`config.mk`:
```
export PLATFORM = sky130hd
export DESIGN_NAME = circle_box_penetration
export DESIGN_NICKNAME = d
export VERILOG_FILES = /design/src/hdl/cbp_pkg.sv /design/src/hdl/cbp_front.sv /design/src/hdl/cbp_sqrt.sv /design/src/hdl/cbp_back.sv /design/src/hdl/circle_box_penetration.sv
export SDC_FILE = /design/constraint.sdc
export NUM_CORES = 2
export LEC_CHECK = 0
export BUFFER_PORTS_ARGS = -buffer_cell sky130_fd_sc_hd__buf_2
export CAP_MARGIN = 25
export CORE_MARGIN = 4
export CORE_UTILIZATION = 60
export CTS_CLUSTER_DIAMETER = 200
export DETAILED_ROUTE_END_ITERATION = 8
export GPL_TIMING_DRIVEN = 0
export PLACE_DENSITY = 0.79
export SLEW_MARGIN = 10
export SYNTH_ARGS = -nofsm -noshare
export SYNTH_HDL_FRONTEND = slang
export SYNTH_SLANG_ARGS = --single-unit
```
`constraint.sdc`:
```
create_clock -name clk -period 31.1 [get_ports clk]
set_input_delay 9.33 -clock clk [delete_from_list [all_inputs] [get_ports clk]]
set_output_delay 9.33 -clock clk [all_outputs]
set_load 0.05 [all_outputs]
```
`src/hdl/cbp_pkg.sv`:
```
// Shared constants and types for the circle and box penetration pipeline.
`default_nettype none

package cbp_pkg;

  // Coordinate width of the signed Q11.4 inputs and push outputs.
  localparam int COORD_WIDTH = 15;
  // Radius and half size are unsigned, one bit narrower than a coordinate.
  localparam int RAD_WIDTH = COORD_WIDTH - 1;
  // Differences and clamped offsets need two more bits than a coordinate.
  localparam int DIFF_WIDTH = COORD_WIDTH + 2;
  // Squared length of an offset whose components are within the radius.
  localparam int SQ_WIDTH = 2 * RAD_WIDTH + 1;
  // Root bits needed to cover the full squared length range.
  localparam int ROOT_BITS = RAD_WIDTH + 1;

  // Square root pipeline: two root bits are resolved in each stage.
  localparam int SQRT_STEPS_PER_STAGE = 2;
  localparam int SQRT_STAGES =
      (ROOT_BITS + SQRT_STEPS_PER_STAGE - 1) / SQRT_STEPS_PER_STAGE;
  localparam int SQRT_ITERS = SQRT_STAGES * SQRT_STEPS_PER_STAGE;
  localparam int RADICAND_WIDTH = 2 * SQRT_ITERS;
  localparam int REM_WIDTH = SQRT_ITERS + 3;

  // Half size after reset.
  localparam logic [RAD_WIDTH-1:0] HALF_SIZE_RESET = RAD_WIDTH'(256);

  // Push direction, in priority order for ties.
  typedef enum logic [1:0] {
    DIR_POS_X,
    DIR_POS_Y,
    DIR_NEG_X,
    DIR_NEG_Y
  } cbp_dir_t;

  // Per-item data that rides along the square root pipeline.
  typedef struct packed {
    logic                 no_hit;
    cbp_dir_t             dir;
    logic [RAD_WIDTH-1:0] radius;
  } cbp_tag_t;

endpackage

`default_nettype wire

```
`src/hdl/cbp_front.sv`:
```
// Front pipeline: box offset, clamp, range check, direction and squared length.
`default_nettype none

module cbp_front (
  input  logic                                       clk,
  input  logic                                       rst,
  input  logic        [cbp_pkg::RAD_WIDTH-1:0]       half_size,
  input  logic                                       in_valid,
  output logic                                       in_ready,
  input  logic signed [cbp_pkg::COORD_WIDTH-1:0]     circle_x,
  input  logic signed [cbp_pkg::COORD_WIDTH-1:0]     circle_y,
  input  logic        [cbp_pkg::RAD_WIDTH-1:0]       circle_radius,
  input  logic signed [cbp_pkg::COORD_WIDTH-1:0]     box_x,
  input  logic signed [cbp_pkg::COORD_WIDTH-1:0]     box_y,
  output logic                                       out_valid,
  input  logic                                       out_ready,
  output logic        [cbp_pkg::RADICAND_WIDTH-1:0]  radicand,
  output cbp_pkg::cbp_tag_t                          tag
);

  // Stage A registers: box center minus circle center.
  logic                                   a_valid;
  logic signed [cbp_pkg::DIFF_WIDTH-1:0]  a_ex;
  logic signed [cbp_pkg::DIFF_WIDTH-1:0]  a_ey;
  logic        [cbp_pkg::RAD_WIDTH-1:0]   a_radius;

  // Stage B registers: offset from the circle center to the closest point.
  logic                                   b_valid;
  logic signed [cbp_pkg::DIFF_WIDTH-1:0]  b_dx;
  logic signed [cbp_pkg::DIFF_WIDTH-1:0]  b_dy;
  logic        [cbp_pkg::RAD_WIDTH-1:0]   b_radius;

  // Stage C registers: squares and the partial tag.
  logic                                   c_valid;
  logic        [2*cbp_pkg::RAD_WIDTH-1:0] c_sqx;
  logic        [2*cbp_pkg::RAD_WIDTH-1:0] c_sqy;
  logic        [2*cbp_pkg::RAD_WIDTH-1:0] c_r2;
  cbp_pkg::cbp_tag_t                      c_tag;

  // Stage D registers: squared length and final tag.
  logic                                   d_valid;
  logic        [cbp_pkg::RADICAND_WIDTH-1:0] d_radicand;
  cbp_pkg::cbp_tag_t                      d_tag;

  // Stage advance enables; a stage loads when it is empty or drains.
  logic adv_a, adv_b, adv_c, adv_d;

  assign adv_d    = !d_valid || out_ready;
  assign adv_c    = !c_valid || adv_d;
  assign adv_b    = !b_valid || adv_c;
  assign adv_a    = !a_valid || adv_b;
  assign in_ready = adv_a;

  // Valid bits travel with the data.
  always_ff @(posedge clk) begin
    if (rst) begin
      a_valid <= 1'b0;
      b_valid <= 1'b0;
      c_valid <= 1'b0;
      d_valid <= 1'b0;
    end else begin
      if (adv_a) a_valid <= in_valid;
      if (adv_b) b_valid <= a_valid;
      if (adv_c) c_valid <= b_valid;
      if (adv_d) d_valid <= c_valid;
    end
  end

  // Stage A: differences of the centers.
  always_ff @(posedge clk) begin
    if (adv_a && in_valid) begin
      a_ex     <= cbp_pkg::DIFF_WIDTH'(box_x) - cbp_pkg::DIFF_WIDTH'(circle_x);
      a_ey     <= cbp_pkg::DIFF_WIDTH'(box_y) - cbp_pkg::DIFF_WIDTH'(circle_y);
      a_radius <= circle_radius;
    end
  end

  // Stage B: clamp onto the box. The offset is the box edge minus the center
  // when the center lies outside that edge, and zero inside.
  logic signed [cbp_pkg::DIFF_WIDTH-1:0] half_s;
  logic signed [cbp_pkg::DIFF_WIDTH-1:0] lo_x, hi_x, lo_y, hi_y;
  logic signed [cbp_pkg::DIFF_WIDTH-1:0] dx_next, dy_next;

  assign half_s = signed'(cbp_pkg::DIFF_WIDTH'(half_size));
  assign lo_x   = a_ex - half_s;
  assign hi_x   = a_ex + half_s;
  assign lo_y   = a_ey - half_s;
  assign hi_y   = a_ey + half_s;

  always_comb begin
    if (lo_x > 0) begin
      dx_next = lo_x;
    end else if (hi_x < 0) begin
      dx_next = hi_x;
    end else begin
      dx_next = '0;
    end
    if (lo_y > 0) begin
      dy_next = lo_y;
    end else if (hi_y < 0) begin
      dy_next = hi_y;
    end else begin
      dy_next = '0;
    end
  end

  always_ff @(posedge clk) begin
    if (adv_b && a_valid) begin
      b_dx     <= dx_next;
      b_dy     <= dy_next;
      b_radius <= a_radius;
    end
  end

  // Stage C: magnitudes, the per-axis range check, direction and squares.
  logic        [cbp_pkg::DIFF_WIDTH-1:0] adx, ady;
  logic                                  far;
  logic signed [cbp_pkg::DIFF_WIDTH-1:0] best_val;
  cbp_pkg::cbp_dir_t                     dir_next;

  assign adx = b_dx[cbp_pkg::DIFF_WIDTH-1] ? unsigned'(-b_dx) : unsigned'(b_dx);
  assign ady = b_dy[cbp_pkg::DIFF_WIDTH-1] ? unsigned'(-b_dy) : unsigned'(b_dy);
  assign far = (adx > cbp_pkg::DIFF_WIDTH'(b_radius)) ||
               (ady > cbp_pkg::DIFF_WIDTH'(b_radius));

  // The first strictly largest of dx, dy, -dx, -dy picks the direction.
  always_comb begin
    best_val = b_dx;
    dir_next = cbp_pkg::DIR_POS_X;
    if (b_dy > best_val) begin
      best_val = b_dy;
      dir_next = cbp_pkg::DIR_POS_Y;
    end
    if (-b_dx > best_val) begin
      best_val = -b_dx;
      dir_next = cbp_pkg::DIR_NEG_X;
    end
    if (-b_dy > best_val) begin
      dir_next = cbp_pkg::DIR_NEG_Y;
    end
  end

  always_ff @(posedge clk) begin
    if (adv_c && b_valid) begin
      c_sqx        <= adx[cbp_pkg::RAD_WIDTH-1:0] * adx[cbp_pkg::RAD_WIDTH-1:0];
      c_sqy        <= ady[cbp_pkg::RAD_WIDTH-1:0] * ady[cbp_pkg::RAD_WIDTH-1:0];
      c_r2         <= b_radius * b_radius;
      c_tag.no_hit <= far;
      c_tag.dir    <= dir_next;
      c_tag.radius <= b_radius;
    end
  end

  // Stage D: squared length and its compare against the squared radius.
  logic [cbp_pkg::SQ_WIDTH-1:0] len2;

  assign len2 = cbp_pkg::SQ_WIDTH'(c_sqx) + cbp_pkg::SQ_WIDTH'(c_sqy);

  always_ff @(posedge clk) begin
    if (adv_d && c_valid) begin
      d_radicand   <= cbp_pkg::RADICAND_WIDTH'(len2);
      d_tag.no_hit <= c_tag.no_hit || (len2 > cbp_pkg::SQ_WIDTH'(c_r2));
      d_tag.dir    <= c_tag.dir;
      d_tag.radius <= c_tag.radius;
    end
  end

  assign out_valid = d_valid;
  assign radicand  = d_radicand;
  assign tag       = d_tag;

endmodule

`default_nettype wire

```
`src/hdl/cbp_sqrt.sv`:
```
// Pipelined truncating integer square root, a fixed number of root bits per stage.
`default_nettype none

module cbp_sqrt (
  input  logic                                      clk,
  input  logic                                      rst,
  input  logic                                      in_valid,
  output logic                                      in_ready,
  input  logic [cbp_pkg::RADICAND_WIDTH-1:0]        radicand,
  input  cbp_pkg::cbp_tag_t                         in_tag,
  output logic                                      out_valid,
  input  logic                                      out_ready,
  output logic [cbp_pkg::SQRT_ITERS-1:0]            root,
  output cbp_pkg::cbp_tag_t                         out_tag
);

  localparam int NS = cbp_pkg::SQRT_STAGES;

  // Partial remainder, partial root and the radicand bits still to consume.
  typedef struct packed {
    logic [cbp_pkg::REM_WIDTH-1:0]      rem;
    logic [cbp_pkg::SQRT_ITERS-1:0]     root;
    logic [cbp_pkg::RADICAND_WIDTH-1:0] rad;
  } sqrt_state_t;

  // Digit-by-digit restoring square root, a few root bits per call.
  function automatic sqrt_state_t sqrt_step(input sqrt_state_t s);
    sqrt_state_t                   t;
    logic [cbp_pkg::REM_WIDTH-1:0] cur;
    logic [cbp_pkg::REM_WIDTH-1:0] trial;
    t = s;
    for (int i = 0; i < cbp_pkg::SQRT_STEPS_PER_STAGE; i++) begin
      cur   = {t.rem[cbp_pkg::REM_WIDTH-3:0], t.rad[cbp_pkg::RADICAND_WIDTH-1 -: 2]};
      trial = cbp_pkg::REM_WIDTH'({t.root, 2'b01});
      t.rad = t.rad << 2;
      if (cur >= trial) begin
        t.rem  = cur - trial;
        t.root = {t.root[cbp_pkg::SQRT_ITERS-2:0], 1'b1};
      end else begin
        t.rem  = cur;
        t.root = {t.root[cbp_pkg::SQRT_ITERS-2:0], 1'b0};
      end
    end
    return t;
  endfunction

  logic              [NS-1:0] st_valid;
  logic              [NS:0]   adv;
  sqrt_state_t                st_q   [NS];
  cbp_pkg::cbp_tag_t          tag_q  [NS];
  sqrt_state_t                st_in  [NS];
  cbp_pkg::cbp_tag_t          tag_in [NS];
  logic              [NS-1:0] vin;

  assign adv[NS]  = out_ready;
  assign in_ready = adv[0];

  // Each stage resolves its share of root bits from the previous stage.
  for (genvar k = 0; k < NS; k++) begin : g_stage
    if (k == 0) begin : g_first
      assign st_in[k]  = '{rem: '0, root: '0, rad: radicand};
      assign tag_in[k] = in_tag;
      assign vin[k]    = in_valid;
    end else begin : g_next
      assign st_in[k]  = st_q[k-1];
      assign tag_in[k] = tag_q[k-1];
      assign vin[k]    = st_valid[k-1];
    end

    assign adv[k] = !st_valid[k] || adv[k+1];

    always_ff @(posedge clk) begin
      if (rst) begin
        st_valid[k] <= 1'b0;
      end else if (adv[k]) begin
        st_valid[k] <= vin[k];
      end
    end

    always_ff @(posedge clk) begin
      if (adv[k] && vin[k]) begin
        st_q[k]  <= sqrt_step(st_in[k]);
        tag_q[k] <= tag_in[k];
      end
    end
  end

  assign out_valid = st_valid[NS-1];
  assign root      = st_q[NS-1].root;
  assign out_tag   = tag_q[NS-1];

endmodule

`default_nettype wire

```
`src/hdl/cbp_back.sv`:
```
// Output stage: depth from the root, push vector selection and output register.
`default_nettype none

module cbp_back (
  input  logic                                   clk,
  input  logic                                   rst,
  input  logic                                   in_valid,
  output logic                                   in_ready,
  input  logic        [cbp_pkg::SQRT_ITERS-1:0]  root,
  input  cbp_pkg::cbp_tag_t                      tag,
  output logic                                   out_valid,
  input  logic                                   out_ready,
  output logic                                   hit,
  output logic signed [cbp_pkg::COORD_WIDTH-1:0] push_x,
  output logic signed [cbp_pkg::COORD_WIDTH-1:0] push_y
);

  logic        [cbp_pkg::RAD_WIDTH-1:0]   depth;
  logic signed [cbp_pkg::COORD_WIDTH-1:0] depth_pos;
  logic signed [cbp_pkg::COORD_WIDTH-1:0] depth_neg;
  logic signed [cbp_pkg::COORD_WIDTH-1:0] px_next;
  logic signed [cbp_pkg::COORD_WIDTH-1:0] py_next;
  logic                                   load;

  // On a hit the root never exceeds the radius, so the depth is non-negative.
  assign depth     = tag.radius - root[cbp_pkg::RAD_WIDTH-1:0];
  assign depth_pos = signed'(cbp_pkg::COORD_WIDTH'(depth));
  assign depth_neg = -depth_pos;

  // Place the depth on the chosen axis; a miss gives a zero push.
  always_comb begin
    px_next = '0;
    py_next = '0;
    if (!tag.no_hit) begin
      case (tag.dir)
        cbp_pkg::DIR_POS_X: px_next = depth_pos;
        cbp_pkg::DIR_POS_Y: py_next = depth_pos;
        cbp_pkg::DIR_NEG_X: px_next = depth_neg;
        cbp_pkg::DIR_NEG_Y: py_next = depth_neg;
        default:            px_next = depth_pos;
      endcase
    end
  end

  assign in_ready = !out_valid || out_ready;
  assign load     = in_ready && in_valid;

  // Output register.
  always_ff @(posedge clk) begin
    if (rst) begin
      out_valid <= 1'b0;
    end else if (in_ready) begin
      out_valid <= in_valid;
    end
  end

  always_ff @(posedge clk) begin
    if (load) begin
      hit    <= !tag.no_hit;
      push_x <= px_next;
      push_y <= py_next;
    end
  end

endmodule

`default_nettype wire

```
`src/hdl/circle_box_penetration.sv`:
```
// Top level of the circle against square box penetration pipeline.
//
//   channel | direction | handshake            | payload
//   --------+-----------+----------------------+-----------------------------------
//   cfg     | in        | cfg_valid/cfg_ready  | box_half_size
//   in      | in        | in_valid/in_ready    | circle_x, circle_y, circle_radius,
//           |           |                      | box_x, box_y
//   out     | out       | out_valid/out_ready  | hit, push_x, push_y
//
// One item enters per cycle while the output is not stalled, and each passes
// four front stages (center difference, clamp, squares, length compare), eight
// square root stages at two root bits each, and the output register to its result.
// Reset clears all valid bits and sets the half size to 256.
// A stall at the output fills empty stages first; no item is lost or repeated.
// Configuration writes are taken every cycle and apply to items entering the clamp.
`default_nettype none

module circle_box_penetration (
  input  logic                                   clk,
  input  logic                                   rst,
  input  logic                                   cfg_valid,
  output logic                                   cfg_ready,
  input  logic        [cbp_pkg::RAD_WIDTH-1:0]   box_half_size,
  input  logic                                   in_valid,
  output logic                                   in_ready,
  input  logic signed [cbp_pkg::COORD_WIDTH-1:0] circle_x,
  input  logic signed [cbp_pkg::COORD_WIDTH-1:0] circle_y,
  input  logic        [cbp_pkg::RAD_WIDTH-1:0]   circle_radius,
  input  logic signed [cbp_pkg::COORD_WIDTH-1:0] box_x,
  input  logic signed [cbp_pkg::COORD_WIDTH-1:0] box_y,
  output logic                                   out_valid,
  input  logic                                   out_ready,
  output logic                                   hit,
  output logic signed [cbp_pkg::COORD_WIDTH-1:0] push_x,
  output logic signed [cbp_pkg::COORD_WIDTH-1:0] push_y
);

  // Half size register.
  logic [cbp_pkg::RAD_WIDTH-1:0] half_size;

  assign cfg_ready = 1'b1;

  always_ff @(posedge clk) begin
    if (rst) begin
      half_size <= cbp_pkg::HALF_SIZE_RESET;
    end else if (cfg_valid) begin
      half_size <= box_half_size;
    end
  end

  // Front to square root link.
  logic                                 fr_valid;
  logic                                 fr_ready;
  logic [cbp_pkg::RADICAND_WIDTH-1:0]   fr_radicand;
  cbp_pkg::cbp_tag_t                    fr_tag;

  // Square root to output link.
  logic                                 sq_valid;
  logic                                 sq_ready;
  logic [cbp_pkg::SQRT_ITERS-1:0]       sq_root;
  cbp_pkg::cbp_tag_t                    sq_tag;

  cbp_front u_front (
    .clk           (clk),
    .rst           (rst),
    .half_size     (half_size),
    .in_valid      (in_valid),
    .in_ready      (in_ready),
    .circle_x      (circle_x),
    .circle_y      (circle_y),
    .circle_radius (circle_radius),
    .box_x         (box_x),
    .box_y         (box_y),
    .out_valid     (fr_valid),
    .out_ready     (fr_ready),
    .radicand      (fr_radicand),
    .tag           (fr_tag)
  );

  cbp_sqrt u_sqrt (
    .clk       (clk),
    .rst       (rst),
    .in_valid  (fr_valid),
    .in_ready  (fr_ready),
    .radicand  (fr_radicand),
    .in_tag    (fr_tag),
    .out_valid (sq_valid),
    .out_ready (sq_ready),
    .root      (sq_root),
    .out_tag   (sq_tag)
  );

  cbp_back u_back (
    .clk       (clk),
    .rst       (rst),
    .in_valid  (sq_valid),
    .in_ready  (sq_ready),
    .root      (sq_root),
    .tag       (sq_tag),
    .out_valid (out_valid),
    .out_ready (out_ready),
    .hit       (hit),
    .push_x    (push_x),
    .push_y    (push_y)
  );

endmodule

`default_nettype wire

```
### Yosys cells after proc, flatten, opt, wreduce, memory -nomap -nowiden

Memories as Yosys holds them, arrays and structs flattened.
Cells that the tools add are included.

* flip-flop bits (word level): 301
* memory bits (writable): 640
* bits of input ports: 93
* memories: 2

Memories
* u_sqrt.st_q: depth 8, width 63, rd ports 8, clocked after Yosys merged registers in 0, write ports 8, line cbp_sqrt.sv:49 `sqrt_state_t st_q [NS];`
* u_sqrt.tag_q: depth 8, width 17, rd ports 8, clocked after Yosys merged registers in 0, write ports 8, line cbp_sqrt.sv:50 `cbp_pkg::cbp_tag_t tag_q [NS];`

* add/sub/neg operators: 26
* multipliers: 3
* order comparisons: 25
* eq/ne operators: 3
* mux-type cells: 59
* reduce and logical (&&, ||, !) cells: 44

Operators with widths (count)
* $mux W35: 16
* $mux W33: 15
* $ge A19 B18 Y1: 15
* $sub A19 B18 Y19: 8
* $mux W17: 8
* $sub A17 B17 Y17: 7
* $mul A14 B14 Y28: 3
* $pmux W15 S2: 2
* $gt A17 B17 Y1: 3
* $add A17 B15 Y17: 2
* $gt A17 B1 Y1 const B: 2
* $gt A17 B14 Y1: 2
* $lt A17 B1 Y1 const B: 2
* $neg A17 Y17: 2
* $sub A17 B15 Y17: 2
* $sub A15 B15 Y16: 2
* $add A28 B28 Y29: 1
* $gt A29 B28 Y1: 1
* $mux W1: 18
* $logic_or A1 B1 Y1: 15
* $neg A14 Y15: 1
* $logic_not A1 Y1: 14
* $sub A14 B14 Y14: 1
* $logic_and A1 B1 Y1: 13
* 4 further kinds: 5

### Longest topological paths before layout

* depth in word-level cells: 15
* depth in mapped cells: 39

### Cells and area by module

Synthesis repeated with hierarchy kept, for this count alone.

* cell total of the unflattened synthesis: 5627
* area, all modules: 58670.0 um^2

Modules (own cells, without submodules)
* cbp_front: instances 1, cells each 3364, area each 32656.3 um^2, sequential area each 7196.9 um^2
* cbp_sqrt: instances 1, cells each 1984, area each 23232.3 um^2, sequential area each 13132.6 um^2
* cbp_back: instances 1, cells each 232, area each 2259.7 um^2, sequential area each 950.9 um^2
* circle_box_penetration: instances 1, cells each 47, area each 521.8 um^2, sequential area each 280.3 um^2

### Least setup slack after synthesis

No wires, ideal clock.

* kind: input port to output port
* start: input port out_ready
* end: output port in_ready
* arrival time: 11260 ps
* slack: 10510 ps
* cell stages on the path: 8
* buffers on the path: 1
* cells stage by stage: nor2b_1 and3_1 and3_1 and2_1 and3_1 and3_1 clkbuf_1 nand4_1

* word-level cells in the longest chain between the ends: 13

Ends and longest elaborated chain
* start: declaration: line circle_box_penetration.sv:32 `input logic out_ready,`
* $logic_or A1 B1 Y1: line cbp_back.sv:45 `assign in_ready = !out_valid || out_ready;`
* $logic_or A1 B1 Y1 (8 in series): line cbp_sqrt.sv:70 `assign adv[k] = !st_valid[k] || adv[k+1];`
* $logic_or A1 B1 Y1: line cbp_front.sv:48 `assign adv_d = !d_valid || out_ready;`
* $logic_or A1 B1 Y1: line cbp_front.sv:49 `assign adv_c = !c_valid || adv_d;`
* $logic_or A1 B1 Y1: line cbp_front.sv:50 `assign adv_b = !b_valid || adv_c;`
* $logic_or A1 B1 Y1: line cbp_front.sv:51 `assign adv_a = !a_valid || adv_b;`
* end: declaration: line circle_box_penetration.sv:25 `output logic in_ready,`

Every way passes these cells.

### Final worst setup path

Same ends and word-level chain as after synthesis.

==> impl_metrics.csv <==
group,metric,value,unit
global_routing,grt.overflow.total,0,
route,wl_per_cell,18.9,um
floorplanning,die_height,317,um
yosys,yosys.area_share.simple,12.8,%
place,placed_area,60100,sq um
global_routing,track_usage,26.9,%
worst_setup_path,worstPathArrival,12.71,ns
route,drt_iter0_drc,3374,
yosys,syn_nets,6604,
route,viasPerCell,5.88,
global_routing,grt_pass1_vias,42200,
timing,relSlewSlack,31.3,%
clock_network,cts.repair.resized,0,
route,vias,41600,
yosys,muxShareOfSynthArea,0.868,%
layout,drive_above_1_share,7.39,%
yosys,ys_seq_elements,709,
worst_setup_path,crit_fanout,7,
timing,hold_violations,0,
timing,max_freq,45.4,MHz
timing,finalCritPeriodShare,70.9,%
yosys,syn_avg_cell_area,10.4,sq um
timing,final_max_slew_viol_count,0,
yosys,yosys-top-cells-area,"edfxtp_1 36%, ha_1 14%, fa_1 12%",
clock_network,cts_buffer_depth,3,
yosys,synth_compound_area_share,12.4,%
clock_network,worstSkewPairLatency,0.68,ns
yosys,synth.distinct_cells,106,
floorplanning,rows,113,
worst_setup_path,startpoint_type,"input pin",
worst_setup_path,path_class,"in -> out",
min_path,holdCritPathClass,"reg -> reg",
run_status,outcome,"finished, final reports clean",
clock_network,cts_buffers,76,
clock_network,hold_buffers,0,
route,drc,0,
worst_setup_path,critPathRequiredTime,21.77,ns
place,hpwlAfterDp,105000,um
yosys,synth-edff-count,682,
clock_network,clock_tree.root_cell,"clkbuf_16",
global_routing,grt_pass1_wl,217000,um
route,routed_wl,134000,um
global_routing,antenna_found_initial,1,
floorplanning,die_w,317,um
layout,num_antenna_cells,0,
yosys,yosysTopAreaCellShare,35.7,%
route,ant_nets,0,
yosys,yosysWarnings,0,
floorplanning,dieArea,101000,sq um
timing,setup_viol,0,
yosys,synth_area,57300,sq um
global_routing,grt_max_degree,37,
clock_network,cts_setup_buffers,0,
yosys,synth_top_cell_by_area,"edfxtp_1",
floorplanning,coreArea,94900,sq um
place,gp_congestion,0.947,
yosys,synth_fa_ha_area_share,26.2,%
layout,final_area,62600,sq um
yosys,synthCells,5525,
yosys,yosysSeqAreaShare,36.7,%
floorplanning,ios,127,
clock_network,cts_tree,"built",
worst_setup_path,worst_setup_path_end_kind,"output pin",
timing,worst_slew_pin_slew,1.02,ns
clock_network,cts.sinks,709,
place,place.port_buffers,123,
clock_network,clkTransAtPathRegs,0.06,ns
route,drtPass1Iterations,7,
layout,nets,6826,
timing,fin_tns_setup,0,ns
timing,rsz0062_at_grt,"no",
yosys,ys_async_sr_fraction,0,%
clock_network,htree_levels,3,
yosys,yosys.area_share.xor_xnor,5.47,%
yosys,synth_ff_type,"edfxtp_1",
floorplanning,start_util,60.4,%
timing,clock_skew,0.0608,ns
timing,layout_min_cycle_time,22.04,ns
yosys,synth_top_family_by_area,"adder cells",
layout,final_util,66.0,%
layout,area_delta_synth_final,9.16,%
flow_run,maxCapViolations,0,
## path summary, 6_finish.rpt
check | start | to | slack (ns) | depth (start not counted)
min reg2reg | u_front.radicand[23]$_DFFE_PP_ | u_sqrt.st_q[0][23]$_DFFE_PP_ | 0.40 | 0
max reg2reg | u_front.b_dx[0]$_DFFE_PP_ | u_front.c_sqx[27]$_DFFE_PP_ | 20.04 | 30
min | u_front.radicand[23]$_DFFE_PP_ | u_sqrt.st_q[0][23]$_DFFE_PP_ | 0.40 | 0
max | out_ready | in_ready | 9.06 | 10
## per-stage QoR
| stage | setup WS, ns | instances | hold WS [ns] |
|---|---|---|---|
| after floorplan | 10.51 | 5525 | 0.400 |
| after global placement | 9.23 | 6913 | 0.400 |
| after detailed placement | 9.28 | 6932 | 0.405 |
| after CTS | 9.03 | 7072 | 0.398 |
| after global routing | 8.82 | 7074 | 0.407 |
| final | 9.06 | 7074 | 0.396 |
## state kept, by name, summed over array words and instances (netlist names), 26 cells and up
register          flops
u_front.c_r2         26
u_front.radicand     29
u_front.c_sqy        27
u_front.c_sqx        27
u_sqrt.tag_q        136
u_sqrt.st_q         278
## layout by cell type (no fill, tap or decap), types with 69 or more instances in the layout
cell       netlist  routed
a21o_1         128     128
a21oi_1        294     294
buf_2           12     135
clkbuf_1        89      98
clkbuf_16        0      77
edfxtp_1       682     682
fa_1           357     357
ha_1           629     629
inv_1          700     700
nand2_1        314     314
nand3_1         93      93
nor2_1         547     547
nor3_1          97      97
o21a_1          69      69
o21ai_0        197     197
xnor2_1        235     235
xor2_1         121     121
## logic make-up after synthesis
family	count (synthesis)
muxes	47
xor gates and xnor gates	357
other	2
buffers and inverters	838
adders and majority gates	986
and+or+nand+nor	1517
AOI/OAI and AO/OA	1069
DFF	709
## per-layer routing
metal	vias up	part of all wire, %	track usage (%)
met5	-	0.0060	0
met3	303	5.5	3.55
met2	1259	50	47.8
li1	19900	-	-
met4	2	4.1	10.6
met1	20200	40	33.6
## synthesized netlist by cell type (all sizes together) (30+ instances only)
cell type / n
inv: 709
edfxtp: 682
ha: 629
nor2: 547
fa: 357
nand2: 314
a21oi: 296
xnor2: 236
o21ai: 207
a21o: 128
xor2: 121
nor3: 102
nand3: 93
clkbuf: 91
o21a: 69
nor2b: 60
nand2b: 57
nand4: 56
and2: 50
and3: 45
or3: 44
a31oi: 35
nor4: 33
o31ai: 32
a31o: 30
## layout make-up
type | count | area (sq um)
Multi-Input combinational cell | 3978 | 33200
Tap cell | 1265 | 1580
Timing Repair Buffer | 144 | 1020
Inverter | 721 | 2710
Buffer | 117 | 505
Clock buffer | 87 | 1970
Fill cell | 7088 | 32300
Clock inverter | 53 | 556
Sequential cell | 709 | 21000
## worst max-delay path, stage by stage
cell and delay (ns):
buf_2 0.10, nor2b_1 0.54, and3_1 0.46, and3_1 0.33, and2_1 0.34, and3_1 0.41
and3_1 0.20, clkbuf_1 0.45, nand4_1 0.26, buf_2 0.28
Power is not shown: default switching activity piles up to over one toggle a cycle in this logic, so the estimate is an artifact.
